File: config.mk
export PLATFORM = sky130hd
export DESIGN_NAME = dfcs_ctrl
export DESIGN_NICKNAME = d
export VERILOG_FILES = /design/src/hw/rtl/distinct_filter_chunk_stager_core_assert.svh /design/src/hw/rtl/dfcs_pkg.sv /design/src/hw/rtl/dfcs_ctrl.sv
export SDC_FILE = /design/constraint.sdc
export NUM_CORES = 1
export LEC_CHECK = 0
export BUFFER_PORTS_ARGS = -buffer_cell sky130_fd_sc_hd__buf_2
export CORE_AREA = 2 2 39 41
export CTS_BUF_LIST = sky130_fd_sc_hd__clkbuf_4
export CTS_CLUSTER_SIZE = 20
export DETAILED_ROUTE_END_ITERATION = 12
export DIE_AREA = 0 0 41 43
export GPL_ROUTABILITY_DRIVEN = 0
export PLACE_DENSITY = 0.52
export SETUP_SLACK_MARGIN = 0.3
export SLEW_MARGIN = 30
export SYNTH_ARGS = -nofsm -noshare
export SYNTH_HDL_FRONTEND = slang
export SYNTH_SLANG_ARGS = --single-unit
File: constraint.sdc
create_clock -name clk -period 1.4 [get_ports clk]
set_input_delay 0.14 -clock clk [delete_from_list [all_inputs] [get_ports clk]]
set_output_delay 0.14 -clock clk [all_outputs]
set_load 0.05 [all_outputs]
File: src/hw/rtl/distinct_filter_chunk_stager_core_assert.svh
// ----------------------------------------------------------------------------
// Assertion macros for the distinct filter chunk stager
// Concurrent checks on the clock and asynchronous active-low reset.
// ----------------------------------------------------------------------------
`ifndef DISTINCT_FILTER_CHUNK_STAGER_CORE_ASSERT_SVH
`define DISTINCT_FILTER_CHUNK_STAGER_CORE_ASSERT_SVH

`ifndef SYNTH
// antecedent implies consequent in the same cycle
`define DFCS_ASSERT_IMPLY(label, clk, rst_n, ante, cons) \
	label: assert property (@(posedge clk) disable iff (!(rst_n)) (ante) |-> (cons)) \
		else $error("assertion failed: same-cycle implication");
// antecedent implies consequent in the next cycle
`define DFCS_ASSERT_NEXT(label, clk, rst_n, ante, cons) \
	label: assert property (@(posedge clk) disable iff (!(rst_n)) (ante) |=> (cons)) \
		else $error("assertion failed: next-cycle implication");
// condition holds at every edge out of reset
`define DFCS_ASSERT_ALWAYS(label, clk, rst_n, cond) \
	label: assert property (@(posedge clk) disable iff (!(rst_n)) (cond)) \
		else $error("assertion failed: invariant");
`else
`define DFCS_ASSERT_IMPLY(label, clk, rst_n, ante, cons)
`define DFCS_ASSERT_NEXT(label, clk, rst_n, ante, cons)
`define DFCS_ASSERT_ALWAYS(label, clk, rst_n, cond)
`endif

`endif

File: src/hw/rtl/dfcs_pkg.sv
// ----------------------------------------------------------------------------
// dfcs_pkg
// Shared widths, constants and controller/datapath interface types.
// ----------------------------------------------------------------------------
package dfcs_pkg;

	localparam int VAL_W  = 31;
	localparam int DIDX_W = 16;
	localparam int CNT_W  = 17;

	// multiplicative hash constant
	localparam logic [31:0]      HASH_MULT = 32'd2654435761;
	localparam logic [CNT_W-1:0] THR_RESET = 17'd1024;

	// controller to datapath
	typedef struct packed {
		logic clr;        // write an empty slot during the clearing pass
		logic take_in;    // latch input request and its hash
		logic end_mark;   // record end of stream for this source
		logic mod_step;   // one step of the slot reduction
		logic wr_new;     // store the value at the probe slot
		logic probe_next; // move to the next slot
		logic set_ovf;    // table full, set sticky flag
		logic emit_data;  // load output with a new value
		logic emit_done;  // load output with the done flush
	} cmd_t;

	// datapath to controller
	typedef struct packed {
		logic clr_last;  // clearing pass at its last slot
		logic ignore;    // request dropped outright
		logic is_end;    // end-of-stream request
		logic end_done;  // this end marker completes all sources
		logic data_skip; // zero value or destination full
		logic mod_done;  // slot index ready
		logic match;     // slot holds the value
		logic empty;     // slot is free
		logic full;      // whole table probed
		logic out_free;  // output register can take a result
	} sts_t;

endpackage

File: src/hw/rtl/dfcs_ctrl.sv
// ----------------------------------------------------------------------------
// dfcs_ctrl
// Sequencer: clearing pass, decode, slot reduction, probe loop and emit.
// ----------------------------------------------------------------------------
module dfcs_ctrl (
	input  logic            clk,
	input  logic            arst_n,
	input  logic            in_valid,
	output logic            in_ready,
	input  dfcs_pkg::sts_t  sts,
	output dfcs_pkg::cmd_t  cmd
);

	typedef enum logic [2:0] {
		ST_CLEAR,
		ST_IDLE,
		ST_DECODE,
		ST_MOD,
		ST_READ,
		ST_CHECK,
		ST_EMIT_DATA,
		ST_EMIT_DONE
	} state_t;

	state_t state_q;

	assign in_ready = (state_q == ST_IDLE);

	// commands per state
	always_comb begin
		cmd = '0;
		case (state_q)
			ST_CLEAR: cmd.clr = 1'b1;
			ST_IDLE: cmd.take_in = in_valid;
			ST_DECODE: cmd.end_mark = !sts.ignore && sts.is_end;
			ST_MOD: cmd.mod_step = 1'b1;
			ST_READ: ;
			ST_CHECK: begin
				if (!sts.match) begin
					if (sts.empty) cmd.wr_new = 1'b1;
					else if (sts.full) cmd.set_ovf = 1'b1;
					else cmd.probe_next = 1'b1;
				end
			end
			ST_EMIT_DATA: cmd.emit_data = sts.out_free;
			ST_EMIT_DONE: cmd.emit_done = sts.out_free;
			default: ;
		endcase
	end

	// state register
	always_ff @(posedge clk or negedge arst_n) begin
		if (!arst_n) begin
			state_q <= ST_CLEAR;
		end else begin
			case (state_q)
				ST_CLEAR: if (sts.clr_last) state_q <= ST_IDLE;
				ST_IDLE: if (in_valid) state_q <= ST_DECODE;
				ST_DECODE: begin
					if (sts.ignore) state_q <= ST_IDLE;
					else if (sts.is_end) state_q <= sts.end_done ? ST_EMIT_DONE : ST_IDLE;
					else if (sts.data_skip) state_q <= ST_IDLE;
					else state_q <= ST_MOD;
				end
				ST_MOD: if (sts.mod_done) state_q <= ST_READ;
				ST_READ: state_q <= ST_CHECK;
				ST_CHECK: begin
					if (sts.match) state_q <= ST_IDLE;
					else if (sts.empty || sts.full) state_q <= ST_EMIT_DATA;
					else state_q <= ST_READ;
				end
				ST_EMIT_DATA: if (sts.out_free) state_q <= ST_IDLE;
				ST_EMIT_DONE: if (sts.out_free) state_q <= ST_IDLE;
				default: state_q <= ST_IDLE;
			endcase
		end
	end

endmodule

==> metrics, run 1 <==
IO Port Bufs=22; crit-path cells=nor2_4, nand3b_1, buf_4, nor3_4, buf_6; r2r endpoint=state_q[0]$_DFFE_PN0P_; CP startpoint kind=flip-flop; Worst Path Max Fanout=3; Max Cap Viol=0; synthesized area=309 µm²; final setup fails=11; FF+latch count, synth=3; Top Ports=23; Worst path depth=5; core area=1380 µm²; R2R depth=5; Vias/cell=about 4.9; cell family with most CP delay=flip-flops; CP endpoint=cmd[3]; initial core utilization=0.223; Hold Crit Class=input pin to async pin; Hold WS=~0.24 ns; Crit-path slowest cell=dfrtp_2; clock sinks=3; sequential area share after synthesis=0.243; launch point of the worst path=state_q[1]$_DFFE_PN0P_; Unique masters post-synth=22; clk root buf=clkbuf_4; final setup margin=-0.135 ns; Vias=540; Final ANT Viol Nets=0; critical path endpoint category=output pin; CTS Buffer Depth=2; Mapped Nets=58; Tot GR Track Use=0.176; drt total wl=roughly 1500 µm; dpl hpwl=slightly above 800 µm; critical path required time=1.26 ns; fin crit share=1.10; DRT iter0 DRCs=4; VDD IR max=1.26 mV; setup slack, reg-to-reg=-0.10 ns; yosys synthesis warning count=0; commonest cells after routing, fill and taps aside=buf_4, buf_2, buf_6, nor2_4; worst r2r src=state_q[0]$_DFFE_PN0P_; Die Y=about 43 µm; fmax=652 MHz; number of antenna cells inserted=0; first-pass GRT wire length=roughly 2100 µm; number of global-route vias before repair=between 400 and 500; failing checks=negative setup slack; Slew headroom=0.779; biggest regs=state_q (3); Post-Syn Instances=45; LEAKAGE=0.406 nW; Layout Nets=approximately 110; Worst Path Buf+Inv=2; power per cell area=between 2000 and 2500 nW/µm²; number of remaining DRC errors=0; Max Slew Vio Count=0; Worst Skew=approximately 0.0033 ns; Crit Path Class=flip-flop to output pin; pin count of the biggest net entering global routing=11; commonest non-fill, non-tap cell in the layout=buf_4; Routed wire per std cell=around 14 µm; RSZ-0062 raised after global routing=true; clock slew at reported path FFs=0.04 ns; dpl ws=-0.0258 ns; synthesized area per cell=6.87 µm²; Fin. Hold Viols=0; Die W=a little over 40 µm; fin cells=between 100 and 150; Clock Latency Late Sink=about 0.24 ns; max reg flops=3; outcome=finished with violations; CP Data Arrival Time=between 1 and 1.5 ns; largest register by flop count=state_q; Die ar.=between 1500 and 2000 µm²; initial antenna violation count=0; grt ovf=0; Least-Margin Pin Slew=roughly 0.33 ns; CTS buffer count=3; CP max stage delay=0.44 ns; placed insts=88; TritonCTS clock tree=built; CTS H-tree lvls=1; total iterations of the first detailed-routing run=2; post-layout min period=between 1.5 and 2 ns; Tot Pwr=just over 2 mW; ratio of cells with drive above 1 in the final layout=0.777; Row Count=14; area delta synth->final=191%
-- Yosys cell counts --
| master | number | share of area |
|---|---|---|
| nand3_1 | 1 | 0.016 |
| a211oi_2 | 1 | 0.040 |
| nand3b_1 | 1 | 0.024 |
| o21ai_0 | 5 | 0.081 |
| nor3_1 | 4 | 0.065 |
| inv_1 | 3 | 0.036 |
| nor2_1 | 9 | 0.11 |
| a21oi_1 | 2 | 0.032 |
| nor2b_1 | 1 | 0.020 |
| dfrtp_1 | 3 | 0.24 |
| and2_4 | 1 | 0.028 |
| a32o_1 | 1 | 0.032 |
| o211ai_1 | 2 | 0.049 |
| o31ai_1 | 1 | 0.024 |
| a2111o_1 | 1 | 0.036 |
| clkbuf_1 | 1 | 0.012 |
| buf_1 | 1 | 0.012 |
| nor3b_1 | 1 | 0.024 |
| and2_1 | 1 | 0.020 |
| a32oi_1 | 1 | 0.028 |
| and3_1 | 2 | 0.040 |
| nand2_1 | 2 | 0.024 |
-- layout make-up --
type	instances	area, µm²
inverters	3	13.8
repair buffers	47	409
clock buffers	4	30.0
flip-flops and latches	3	78.8
well taps	16	20.0
multi-input cells	37	349
fillers	120	483
-- metal layers --
layer  wire length (µm)  share of wire  global-route usage
met3                 75          0.049              0.0209
met4                 47          0.031               0.120
met1                511           0.34               0.165
met5                  0              0                   0
met2                885           0.58               0.319
-- per-stage QoR --
stage          setup TNS [ns]  area, µm²   util
6_report               -0.697        901  0.651
5_1_grt                 -1.24        901  0.651
3_3_place_gp          -0.0111        557  0.402
2_1_floorplan          -0.473        399      -
3_5_place_dp          -0.0258        557  0.402
4_1_cts                 -1.03        776  0.561
-- logic make-up (layout without fill, tap and decap cells) --
group,after synthesis,count (layout),share of synthesized area
and+or+nand+nor,23,23,0.373
DFF,3,3,0.243
AOI/OAI and AO/OA,14,14,0.324
buffers and inverters,5,54,0.0607
-- worst min-delay path by stage --
stage | end | slack [ns] | start | cells after the start
floorplan | state_q[0]$_DFFE_PN0P_ | -0.16 | arst_n | 0
global placement | state_q[1]$_DFFE_PN0P_ | -0.06 | arst_n | 1
detailed placement | state_q[1]$_DFFE_PN0P_ | -0.06 | arst_n | 1
CTS | state_q[2]$_DFFE_PN0P_ | 0.21 | arst_n | 2
global route | state_q[0]$_DFFE_PN0P_ | 0.25 | arst_n | 2
finish | state_q[2]$_DFFE_PN0P_ | 0.24 | arst_n | 2
-- timing repair --
item                                   in CTS  in global routing
setup endpoints to repair                  13                 13
hold buffers                                1                  0
resized for setup                          32                 18
setup buffers                              10                  7
pin swaps                                  11                  7
endpoints found under the hold margin       3                  0
-- where the power goes --
part | leakage [nW] | switching (mW) | internal [mW] | total (mW)
Sequential | 0.0329 | 0.0554 | 0.139 | 0.194
Clock | 0.0184 | 0.0514 | 0.127 | 0.178
Combinational | 0.355 | 0.842 | 0.834 | 1.68
Power figures use the tool's default switching activity.
==> run 2: changes to the inputs <==
- PLACE_DENSITY: 0.52 -> 0.57
==> run 2 against run 1 <==
Against the previous run: clock skew down 0.0018 ns; setup slack worse by 0.0021 ns; register-to-register slack better by 0.02 ns; critical path depth unchanged; largest power group unchanged; maximum frequency down 0.14%; the run still ends with negative setup slack left; die area unchanged; sequential share of layout area about the same.
==> metrics, run 2 (synthesized netlist as in run 1, its figures left out) <==
commonest cells after routing, fill and taps aside=buf_6, buf_2, buf_4, buf_8; fin crit share=1.10 (+0.00152); commonest non-fill, non-tap cell in the layout=buf_6; outcome=finished with violations; clk root buf=clkbuf_4; total iterations of the first detailed-routing run=4 (+2); Max Slew Vio Count=0 (unchanged); Vias/cell=4.94 (+0.69%); register area=77.6 µm² (-1.6%); area delta synth->final=187%; internal power=1.07 mW (-2.4%); Row Count=14 (unchanged); RSZ-0062 raised after global routing=true; Tot GR Track Use=0.181 (+0.00521); fmax=651 MHz (-0.14%); CP startpoint kind=flip-flop; number of antenna cells inserted=0 (unchanged); drt total wl=1290 µm (-15%); Die ar.=1760 µm² (unchanged); final setup fails=10 (-1); Crit Path Class=flip-flop to output pin; critical path endpoint category=output pin; core area=1380 µm² (unchanged); # fillers=110 (-8.3%); largest register by flop count=state_q; biggest regs=state_q (3); Clock power frac=0.085 (-0.002); first-pass GRT wire length=2100 µm (+2.3%); Final Util=0.640 (-0.0109); dpl cell area=549 µm² (-1.3%); Slew headroom=0.801 (+0.0220); Least-Margin Pin Slew=0.295 ns (-0.0326 ns); Hold Crit Class=input pin to async pin; post-layout min period=1.54 ns (+0.00212 ns); VDD IR max=1.21 mV (-4.6%); switching part of the total=0.471 (+0.00750); Final ANT Viol Nets=0 (unchanged); Die Y=43 µm (unchanged); CTS buffer count=3 (unchanged); initial core utilization=0.223 (unchanged); final setup margin=-0.137 ns (-0.00212 ns); Tot Pwr=2.03 mW (-0.98%); number of remaining DRC errors=0 (unchanged); dpl hpwl=810 µm (-0.32%); Net Sw Power=955 µW (+0.62%); Layout Nets=103 (-4.6%); initial antenna violation count=0 (unchanged); LEAKAGE=0.389 nW (-4.1%); ratio of cells with drive above 1 in the final layout=0.787 (+0.00992); max reg flops=3 (unchanged); grt ovf=0 (unchanged); Top Ports=23 (unchanged); Combinational Power Share=0.823 (+0.005); power per cell area=2290 nW/µm² (+0.69%); Worst Skew=0.00151 ns (-0.00176 ns); post-route cell area=886 µm² (-1.7%); DRT iter0 DRCs=22 (+18); TritonCTS clock tree=built; clock sinks=3 (unchanged); failing checks=negative setup slack; CTS H-tree lvls=1 (unchanged); Die W=41 µm (unchanged); Clock Latency Late Sink=0.23 ns (about the same); pin count of the biggest net entering global routing=9 (-2); number of global-route vias before repair=509 (+2.0%); CP Data Arrival Time=1.40 ns (about the same); Reg power frac=0.092 (-0.003); IO Port Bufs=22 (unchanged); Max Cap Viol=0 (unchanged); area of the multi-input gates=367 µm² (+5.0%); critical path required time=1.26 ns (about the same); clock slew at reported path FFs=0.04 ns (about the same); Worst Path Max Fanout=4 (+1); setup TNS=-0.719 ns (-0.0217 ns); CTS Buffer Depth=2 (unchanged); Routed wire per std cell=12.3 µm (-11%); Vias=519 (-3.9%); Fin. Hold Viols=0 (unchanged)
==> run 2: cell count changes in the layout (fill, tap and decap cells not counted), sizes merged <==
cell,change
buf,-5
==> run 2: timing repair <==
item / CTS / global route
gates resized for setup: 45 / 10
hold buffers: 1 / 0
pin swaps: 8 / 11
endpoints found under the setup margin: 13 / 13
buffers inserted: 11 / 2
cloned: 0 / 0
hold endpoints to repair: 3 / 0
==> run 2: final timing paths <==
kind | from | to | slack, ns | cells after the start
max | state_q[0]$_DFFE_PN0P_ | cmd[2] | -0.14 | 5
min | arst_n | state_q[1]$_DFFE_PN0P_ | 0.23 | 2
max reg2reg | state_q[1]$_DFFE_PN0P_ | state_q[0]$_DFFE_PN0P_ | -0.08 | 5
min reg2reg | state_q[1]$_DFFE_PN0P_ | state_q[1]$_DFFE_PN0P_ | 0.75 | 3
max in group asynchronous | arst_n | state_q[0]$_DFFE_PN0P_ | 1.05 | 2
min in group clk | sts[3] | state_q[2]$_DFFE_PN0P_ | 0.25 | 4
==> run 2: worst max-delay path, stage by stage, from the launching register on <==
cell      delay, ns
dfrtp_2        0.37
inv_4          0.04
nor2_4         0.10
nand3b_1       0.23
nor3b_4        0.24
buf_6          0.18
==> run 2: cell type report <==
cell class                      instances  area share
Timing Repair Buffer                   42       0.427
Multi-Input combinational cell         37       0.414
Sequential cell                         3      0.0876
Clock buffer                            4      0.0339
Tap cell                               16      0.0226
Inverter                                3      0.0155
==> run 2: metal layers <==
layer,global-route usage,up-vias,wire (µm)
met4,0.107,0,0
met5,0,-,0
met1,0.192,250,490
met3,0.0471,0,65
met2,0.300,17,735
li1,-,252,-
==> run 2: through the flow <==
stage | instances | setup slack [ns] | hold slack [ns]
2_1_floorplan | 45 | -0.104 | -0.156
3_3_place_gp | 87 | 0.0148 | -0.0641
3_5_place_dp | 87 | -0.00226 | -0.0631
4_1_cts | 103 | -0.168 | 0.229
5_1_grt | 105 | -0.214 | 0.241
6_report | 105 | -0.137 | 0.234
==> run 2: power by group through the flow <==
stage / registers [mW] / clock network [mW] / logic, mW
after floorplan: 0.201 / 0 / 0.715
after global placement: 0.191 / 0 / 0.951
after detailed placement: 0.196 / 0 / 0.954
after CTS: 0.185 / 0.178 / 1.52
after global routing: 0.194 / 0.190 / 1.78
final: 0.187 / 0.171 / 1.67
==> run 3: changes to the inputs <==
- ABC_AREA: not set -> 1
- PLACE_DENSITY: 0.57 -> not set
==> run 3 against run 2 <==
Against the previous run: the run still ends with negative setup slack left; clock skew about the same; final area up 0.42%; setup slack better by 0.093 ns; synthesized cell count up 40%; non-clock buffer count down 3; core utilization up 0.27 points; clock-buffer cell count unchanged; register-to-register slack better by 0.14 ns; sequential power up 19%; clock power down 4%; worst hold slack better by 0.0071 ns; maximum frequency up 6.4%; largest power group unchanged; highest routed layer unchanged.
==> metrics, run 3 <==
Max Slew Vio Count=0 (unchanged); VDD IR max=0.780 mV (-35%); fin cells=119 (+13%); commonest cells after routing, fill and taps aside=nand2_1, buf_6, buf_2, buf_4, nor3_4; Simple-Gate Fraction of Synth Area=0.592 (+0.219); Die W=41 µm (unchanged); Clock Latency Late Sink=0.23 ns (about the same); CTS buffer count=3 (unchanged); dpl hpwl=831 µm (+2.6%); synthesized area per cell=6.61 µm² (-3.7%); Tot Pwr=1.77 mW (-13%); Area contributors post-synth=dfrtp_1, nand2_1, buf_6; Slew headroom=0.858 (+0.0568); initial core utilization=0.301 (+0.0778); largest register by flop count=state_q; Fin. Hold Viols=0 (unchanged); clock sinks=3 (unchanged); Worst Path Buf+Inv=1 (-1); Max Cap Viol=0 (unchanged); Clock power frac=0.093 (+0.008); TritonCTS clock tree=built; clock slew at reported path FFs=0.03 ns (about the same); # fillers=120 (+9.1%); adder-cell share of the synthesized area=0 (unchanged); Worst Skew=0.00117 ns (-0.000339 ns); leading cell types by count after synthesis=nand2_1, nor2_1, inv_1, inv_2, nand3_1; cell family with most CP delay=flip-flops; Net Sw Power=892 µW (-6.6%); Row Count=14 (unchanged); Reg power frac=0.126 (+0.034); most frequent cell after synthesis=nand2_1; Vias=549 (+5.8%); clk root buf=clkbuf_4; CP startpoint kind=flip-flop; LEAKAGE=0.441 nW (+13%); CTS Buffer Depth=2 (unchanged); DRT iter0 DRCs=3 (-86%); placed insts=103 (+18%); core area=1380 µm² (unchanged); Synth Area in Compound Gates=0.0661 (-0.258); FF+latch count, synth=3 (unchanged); grt ovf=0 (unchanged); max reg flops=3 (unchanged); fmax=693 MHz (+6.4%); biggest regs=state_q (3); dpl ws=0.0574 ns (+0.0597 ns); dpl cell area=631 µm² (+15%); main combinational cell family by area after synthesis=simple AND/OR/NAND/NOR gates; crit-path cells=nor3_4, nand2_1, nor2_4, buf_6; post-layout min period=1.44 ns (-0.0931 ns); Top Ports=23 (unchanged); internal power=875 µW (-19%); number of remaining DRC errors=0 (unchanged); Die ar.=1760 µm² (unchanged); Post-synth EDFFs=0 (unchanged); critical path required time=1.26 ns (about the same); Crit Path Class=flip-flop to output pin; xor and xnor area share after synthesis=0 (unchanged); ratio of cells with drive above 1 in the final layout=0.689 (-0.0972); number of antenna cells inserted=0 (unchanged); yosys synthesis warning count=0 (unchanged); final setup fails=4 (-6); outcome=finished with violations; Hold Crit Class=input pin to async pin; Synth Flop Type=dfrtp_1; synthesized area=417 µm² (+35%); Routed wire per std cell=9.82 µm (-20%); first-pass GRT wire length=1860 µm (-12%); post-synth top area share=0.180 (-0.0627); Mapped Nets=76 (+31%); total iterations of the first detailed-routing run=2 (-2); ys async rst share=1.00 (unchanged); CP Data Arrival Time=1.30 ns (-0.10 ns); Post-Syn Instances=63 (+40%); mux cell area share after synthesis=0 (unchanged); post-synth top area cell=dfrtp_1; RSZ-0062 raised after global routing=true; Combinational Power Share=0.782 (-0.041); CP max stage delay=0.46 ns (+0.09 ns); initial antenna violation count=0 (unchanged); commonest non-fill, non-tap cell in the layout=nand2_1; Worst Path Max Fanout=3 (-1); Unique masters post-synth=22 (unchanged); power per cell area=1990 nW/µm² (-13%); Layout Nets=117 (+14%); IO Port Bufs=22 (unchanged); CTS H-tree lvls=1 (unchanged); sequential area share after synthesis=0.180 (-0.0627); drt total wl=1170 µm (-9.5%); switching part of the total=0.505 (+0.0342); Die Y=43 µm (unchanged); final setup margin=-0.0436 ns (+0.0931 ns); Tot GR Track Use=0.148 (-0.0329); Crit-path slowest cell=dfrtp_2; number of global-route vias before repair=465 (-8.6%); critical path endpoint category=output pin; failing checks=negative setup slack; post-route cell area=890 µm² (+0.42%); Least-Margin Pin Slew=0.212 ns (-0.0837 ns); Final ANT Viol Nets=0 (unchanged); Vias/cell=4.61 (-6.7%); fin crit share=1.03 (-0.0665); pin count of the biggest net entering global routing=8 (-1); area delta synth->final=114%
## run 3: metrics by stage
stage | util | hold WS [ns] | TNS (ns)
2_1_floorplan | - | -0.156 | 0
3_3_place_gp | 0.456 | -0.0624 | 0
3_5_place_dp | 0.456 | -0.0626 | 0
4_1_cts | 0.605 | 0.234 | -0.195
5_1_grt | 0.643 | 0.259 | -0.619
6_report | 0.643 | 0.241 | -0.144
## run 3: cell families (layout without fill, tap and decap cells)
family / after synthesis / after routing
AND/OR/NAND/NOR: 43 / 43
buffers and inverters: 12 / 52
AO/OA/AOI/OAI: 5 / 5
flip-flops: 3 / 3
## run 3: timing repair
item                                    CTS  global route
hold buffers                              1             0
gates cloned                              0             0
endpoints found under the setup margin   13            13
endpoints found under the hold margin     3             0
buffers inserted                          7             4
pin swaps                                 3             2
resized for setup                        31             4
## run 3: power groups by stage
| stage | sequential [mW] | clock, mW | combinational (mW) |
|---|---|---|---|
| floorplan | 0.152 | 0 | 0.851 |
| global placement | 0.205 | 0 | 0.951 |
| detailed placement | 0.206 | 0 | 0.960 |
| CTS | 0.225 | 0.175 | 1.23 |
| global route | 0.229 | 0.180 | 1.48 |
| finish | 0.222 | 0.164 | 1.38 |
## run 3: final cells by class
class	count	area [µm²]	area share
Inverter	9	43.8	0.0492
Clock buffer	4	30.0	0.0338
Timing Repair Buffer	39	334	0.376
Sequential cell	3	78.8	0.0886
Multi-Input combinational cell	48	383	0.430
Tap cell	16	20.0	0.0225
## run 3: layer usage
metal,global-route usage,part of all wire,wire (µm)
met1,0.190,0.39,453
met2,0.250,0.58,681
met3,0.0157,0.028,33
met5,0,0,0
met4,0.0400,0,0
## run 3: final timing paths
| kind | slack, ns | cells past startpoint | startpoint | end |
|---|---|---|---|---|
| min in group clk | 0.28 | 6 | sts[8] | state_q[2]$_DFFE_PN0P_ |
| worst max register to register | 0.06 | 8 | state_q[0]$_DFFE_PN0P_ | state_q[1]$_DFFE_PN0P_ |
| max in group asynchronous | 1.04 | 2 | arst_n | state_q[2]$_DFFE_PN0P_ |
| worst min register to register | 0.77 | 4 | state_q[0]$_DFFE_PN0P_ | state_q[0]$_DFFE_PN0P_ |
| worst min-delay path | 0.24 | 2 | arst_n | state_q[1]$_DFFE_PN0P_ |
| worst max-delay path | -0.04 | 4 | state_q[1]$_DFFE_PN0P_ | cmd[2] |
